==> config.mk <==
export PLATFORM = sky130hd
export DESIGN_NAME = vsq_ctrl
export DESIGN_NICKNAME = d
export VERILOG_FILES = /design/src/design/vsq_pkg.sv /design/src/design/vsq_ctrl.sv
export SDC_FILE = /design/constraint.sdc
export NUM_CORES = 1
export LEC_CHECK = 0
export BUFFER_PORTS_ARGS = -buffer_cell sky130_fd_sc_hd__buf_4
export CORE_AREA = 2 2 39 41
export CTS_CLUSTER_SIZE = 8
export DETAILED_ROUTE_END_ITERATION = 10
export DIE_AREA = 0 0 41 43
export REMOVE_ABC_BUFFERS = 1
export SLEW_MARGIN = 10
export SYNTH_ARGS = -nofsm -noshare
export SYNTH_HDL_FRONTEND = slang
export SYNTH_SLANG_ARGS = --single-unit
export TNS_END_PERCENT = 10
==> constraint.sdc <==
create_clock -name clk -period 2.67 [get_ports clk]
set_clock_uncertainty 0.15 [all_clocks]
set_input_delay 0.267 -clock clk [delete_from_list [all_inputs] [get_ports clk]]
set_output_delay 0.267 -clock clk [all_outputs]
set_load 0.05 [all_outputs]
==> src/design/vsq_pkg.sv <==
// Shared constants, types and helper functions of the voxel surface and corner query block.
// Used by the controller, the datapath and the top level; depends on nothing else.
package vsq_pkg;

  localparam int AXIS_BITS  = 5;
  localparam int LABEL_BITS = 16;

  localparam int COORD_W    = 6;
  localparam int SIZE_W     = 6;
  localparam int OCC_W      = 16;
  localparam int LABEL_IN_W = 16;
  localparam int DIFF_W     = 3;
  localparam int CLASS_W    = 2;
  localparam int DIGIT_W    = 2;
  localparam int REG_IDX_W  = 2;

  localparam int CMP_W      = (SIZE_W > AXIS_BITS + 1) ? SIZE_W : AXIS_BITS + 1;
  localparam int AXIS_MAX   = 1 << AXIS_BITS;
  localparam int ADDR_W     = 3 * AXIS_BITS;
  localparam int CELL_COUNT = 1 << ADDR_W;
  localparam int CELL_W     = CLASS_W + LABEL_BITS;

  localparam int IN_FIELDS_W = 3 * COORD_W + OCC_W + LABEL_IN_W;
  localparam int IN_DATA_W   = ((IN_FIELDS_W + 7) / 8) * 8;
  localparam int OUT_DATA_W  = 8;
  localparam int PADDR_W     = 4;
  localparam int PDATA_W     = 32;

  localparam logic [SIZE_W-1:0] SIZE_RESET = SIZE_W'(32);
  localparam logic [OCC_W-1:0]  OCC_HALF   = OCC_W'(32768);

  localparam logic MODE_WRITE = 1'b0;
  localparam logic MODE_QUERY = 1'b1;

  typedef logic [CLASS_W-1:0] occ_class_t;
  localparam occ_class_t CLASS_EMPTY   = 2'd0;
  localparam occ_class_t CLASS_UNKNOWN = 2'd1;
  localparam occ_class_t CLASS_FILLED  = 2'd2;

  typedef logic [DIGIT_W-1:0] digit_t;
  localparam digit_t DIGIT_LOW  = 2'd0;
  localparam digit_t DIGIT_MID  = 2'd1;
  localparam digit_t DIGIT_HIGH = 2'd2;

  typedef logic [REG_IDX_W-1:0] reg_idx_t;
  localparam reg_idx_t REG_SIZE_X = 2'd0;
  localparam reg_idx_t REG_SIZE_Y = 2'd1;
  localparam reg_idx_t REG_SIZE_Z = 2'd2;

  typedef struct packed {
    logic capture;
    logic write_cell;
    logic scan_first;
    logic scan_next;
    logic load_out;
  } vsq_cmd_t;

  typedef struct packed {
    logic in_bounds;
    logic is_query;
    logic scan_last;
    logic out_free;
  } vsq_stat_t;

  function automatic logic [CMP_W-1:0] eff_size(input logic [SIZE_W-1:0] v);
    logic [CMP_W-1:0] wide;
    wide = CMP_W'(v);
    if (wide > CMP_W'(AXIS_MAX)) begin
      return CMP_W'(AXIS_MAX);
    end
    return wide;
  endfunction

  function automatic occ_class_t occ_class(input logic [OCC_W-1:0] occ);
    if (occ < OCC_HALF) begin
      return CLASS_EMPTY;
    end else if (occ == OCC_HALF) begin
      return CLASS_UNKNOWN;
    end
    return CLASS_FILLED;
  endfunction

endpackage

==> src/design/vsq_ctrl.sv <==
// Controller state machine of the voxel surface and corner query block.
// Sequences capture, cell write, neighbor scan and result load; uses vsq_pkg.
module vsq_ctrl
  import vsq_pkg::*;
(
  input  logic      clk,
  input  logic      rst,
  input  logic      s_tvalid,
  output logic      s_tready,
  input  vsq_stat_t stat,
  output vsq_cmd_t  cmd
);

  typedef enum logic [2:0] {
    ST_IDLE,
    ST_DECIDE,
    ST_SCAN,
    ST_DRAIN,
    ST_FINISH
  } state_t;

  state_t state;
  logic   ready;

  assign s_tready = ready;

  always_comb begin
    cmd            = '0;
    cmd.capture    = ready && s_tvalid;
    cmd.scan_first = (state == ST_DECIDE) && stat.in_bounds && stat.is_query;
    cmd.write_cell = (state == ST_DECIDE) && stat.in_bounds && !stat.is_query;
    cmd.scan_next  = (state == ST_SCAN);
    cmd.load_out   = (state == ST_FINISH) && stat.out_free;
  end

  always_ff @(posedge clk) begin
    if (rst) begin
      state <= ST_IDLE;
      ready <= 1'b1;
    end else begin
      unique case (state)
        ST_IDLE: begin
          if (ready && s_tvalid) begin
            state <= ST_DECIDE;
            ready <= 1'b0;
          end
        end
        ST_DECIDE: begin
          if (stat.in_bounds && stat.is_query) begin
            state <= ST_SCAN;
          end else begin
            state <= ST_FINISH;
          end
        end
        ST_SCAN: begin
          if (stat.scan_last) begin
            state <= ST_DRAIN;
          end
        end
        ST_DRAIN: begin
          state <= ST_FINISH;
        end
        ST_FINISH: begin
          if (stat.out_free) begin
            state <= ST_IDLE;
            ready <= 1'b1;
          end
        end
        default: begin
          state <= ST_IDLE;
          ready <= 1'b1;
        end
      endcase
    end
  end

endmodule

==> out/qor.txt <==
Status - finished, final reports clean
Clock Latency Late Sink - 0.23 ns
Global-route wire length before repair - 959 um
Footprint of the multi-input gates - 149 um2
Setup repair after global routing missed its margin - no
# clock sinks - 4
Setup bufs post-CTS - 0
GR Layer Usage met1 - 0.109
Number of enable flip-flop cells after synthesis - 0
Dpl hpwl - 461 um
Final period util - 0.672
Worst IR Drop VDD - 0.000177 V
Wire per inst - 10.1 um
Largest net degree at the start of global routing - 11
Synth top area share - 0.317
Remaining Overflow, GRT - 0
Worst setup EP type - output pin
Clk buf depth - 2
#FFs+latches synth - 4
Post-layout min period - 1.79 ns
CP delay by family, top - flip-flops
Hold Path Class - in2reg
Hold Vio Cnt, Final - 0
Root Driver - clkbuf_4
WP buf/inv - 1
GR Util met2 - 0.103
GPL Wtd Cong - 0.755
Critical Path RT - 2.25 ns
Main area contributors after synthesis - dfxtp_1 32%, nor4b_1 6.9%, a2111oi_2 5.9%, nand2_1 5.9%, nor4b_2 5.9%
Leading area contributor after synthesis - dfxtp_1
Antenna violations before repair - 0
Post-route cell area - 369 um2
Slew headroom - 0.758
# port buffers - 12
DR vias - 252
Total track usage - 0.0823
Crit Path Max Fanout - 10
CP Launch Type - flop
Core area - 0.00138 mm2
Die ar. - 0.00176 mm2
Unique cell type count in the Yosys netlist - 19
I/O pin total - 13
Ant. Diodes - 0
Nets - 51
Reg clk slew, reported paths - 0.04 ns
Worst Max-Slew Pin Slew - 0.362 ns
Met3 Track Usage GR - 0.0314
Max stage delay on crit path - 0.53 ns
Initial Util - 0.183
Max frequency - 557 MHz
Rows - 14
Final setup viols - 0
Mean Syn Cell Area - 8.72 um2
Chip Height - 43 um
Share of cells above drive strength 1 - 0.429
Power density cells - 518 mW/mm2
Routed WL - 583 um
Setup_tns - 0 ns
CP max stage cell - dfxtp_1
Starting DRT DRC Count - 1
Worst path cell trace - nand2_1 -> nor4b_1 -> buf_4
Crit Path Class - reg2out
Post-DP Area - 347 um2
Synth Warn # - 0
Die width - 41 um
Reg area - 80.1 um2
Asr flop ratio synth - 0
CTS tree - done
Cts bufs inserted - 3
P&R area growth vs syn - 46.0%
DRT Pass-1 Iters - 2
Hold-fix buffers at CTS - 0
Cells after synthesis - 29
Top cells by instance count after synthesis - 4 x dfxtp_1, 4 x nand2_1
Leak - 0.149 nW
Post-route ant nets - 0
Top FF cell, synth - dfxtp_1
Vias in the first global route - 247
Hold slack - 0.0777 ns
# Max-Cap Violations - 0
CP arrival - 1.38 ns
Global-route layer with the greatest usage - met1
H-Tree Depth - 1
Resized cells post-CTS - 0
Fillers - 162
Final max-slew violation count - 0
DRC - 0
Post-synthesis sequential area ratio - 0.317
Mapped Area - 253 um2
Vias per Instance - 4.34
[report_power, final]
group	leakage, nW	switching (mW)	internal [mW]
Sequential	0.0328	0.00658	0.0638
Combinational	0.102	0.0269	0.0196
Clock	0.0138	0.0241	0.0502
[cells by family after synthesis]
kind of cell	count (synthesis)	share of synthesized area
buf+inv	4	0.0940
simple gates	15	0.381
flops	4	0.317
mux	1	0.0396
compound gates	5	0.168
[through the flow]
stage / instances / power [mW] / util / worst slack (ns)
2_1_floorplan: 27 / 0.0994 / - / 0.0346
3_3_place_gp: 55 / 0.117 / 0.250 / 1.12
3_5_place_dp: 55 / 0.118 / 0.250 / 1.10
4_1_cts: 58 / 0.195 / 0.267 / 0.843
5_1_grt: 58 / 0.202 / 0.267 / 0.792
6_report: 58 / 0.191 / 0.267 / 0.876
[layout make-up]
cell class                 count  area share
clock buffer                   3      0.0610
sequential                     4       0.217
timing repair buffer          12       0.244
multi-input combinational     21       0.403
inverter                       2      0.0203
tap                           16      0.0542
[metal layers]
metal  routed length, um  vias up
li1                    -      133
met1                 259      113
met2                 289        6
met3                  34        0
met4                   0        0
met5                   0        -
[flip-flops by register name (all words and copies together) (netlist names)]
signal	count
state	3
s_tready	1
[cells in the final DEF, fill, tap and decap left out, drive strengths merged]
cell type	netlist	layout
nor2	2	2
nand2	4	4
a2111oi	1	1
nand3b	1	1
a31oi	1	1
and2	1	1
a21oi	1	1
nor3b	1	1
buf	2	12
o21bai	1	1
or3	1	1
inv	2	2
dfxtp	4	4
mux2i	1	1
a311oi	1	1
nor4b	3	3
clkbuf	0	3
nor3	2	2
[worst paths after layout]
check / startpoint / endpoint / slack [ns] / cells past startpoint
hold / removal: rst / state[0]$_SDFFE_PP0P_ / 0.08 / 2
setup reg to reg: state[2]$_SDFFE_PP0P_ / state[2]$_SDFFE_PP0P_ / 1.31 / 3
hold reg to reg: s_tready$_SDFFE_PP1P_ / s_tready$_SDFFE_PP1P_ / 0.37 / 2
setup / recovery: state[0]$_SDFFE_PP0P_ / cmd[3] / 0.88 / 3
(Power assumes the default switching activity.)
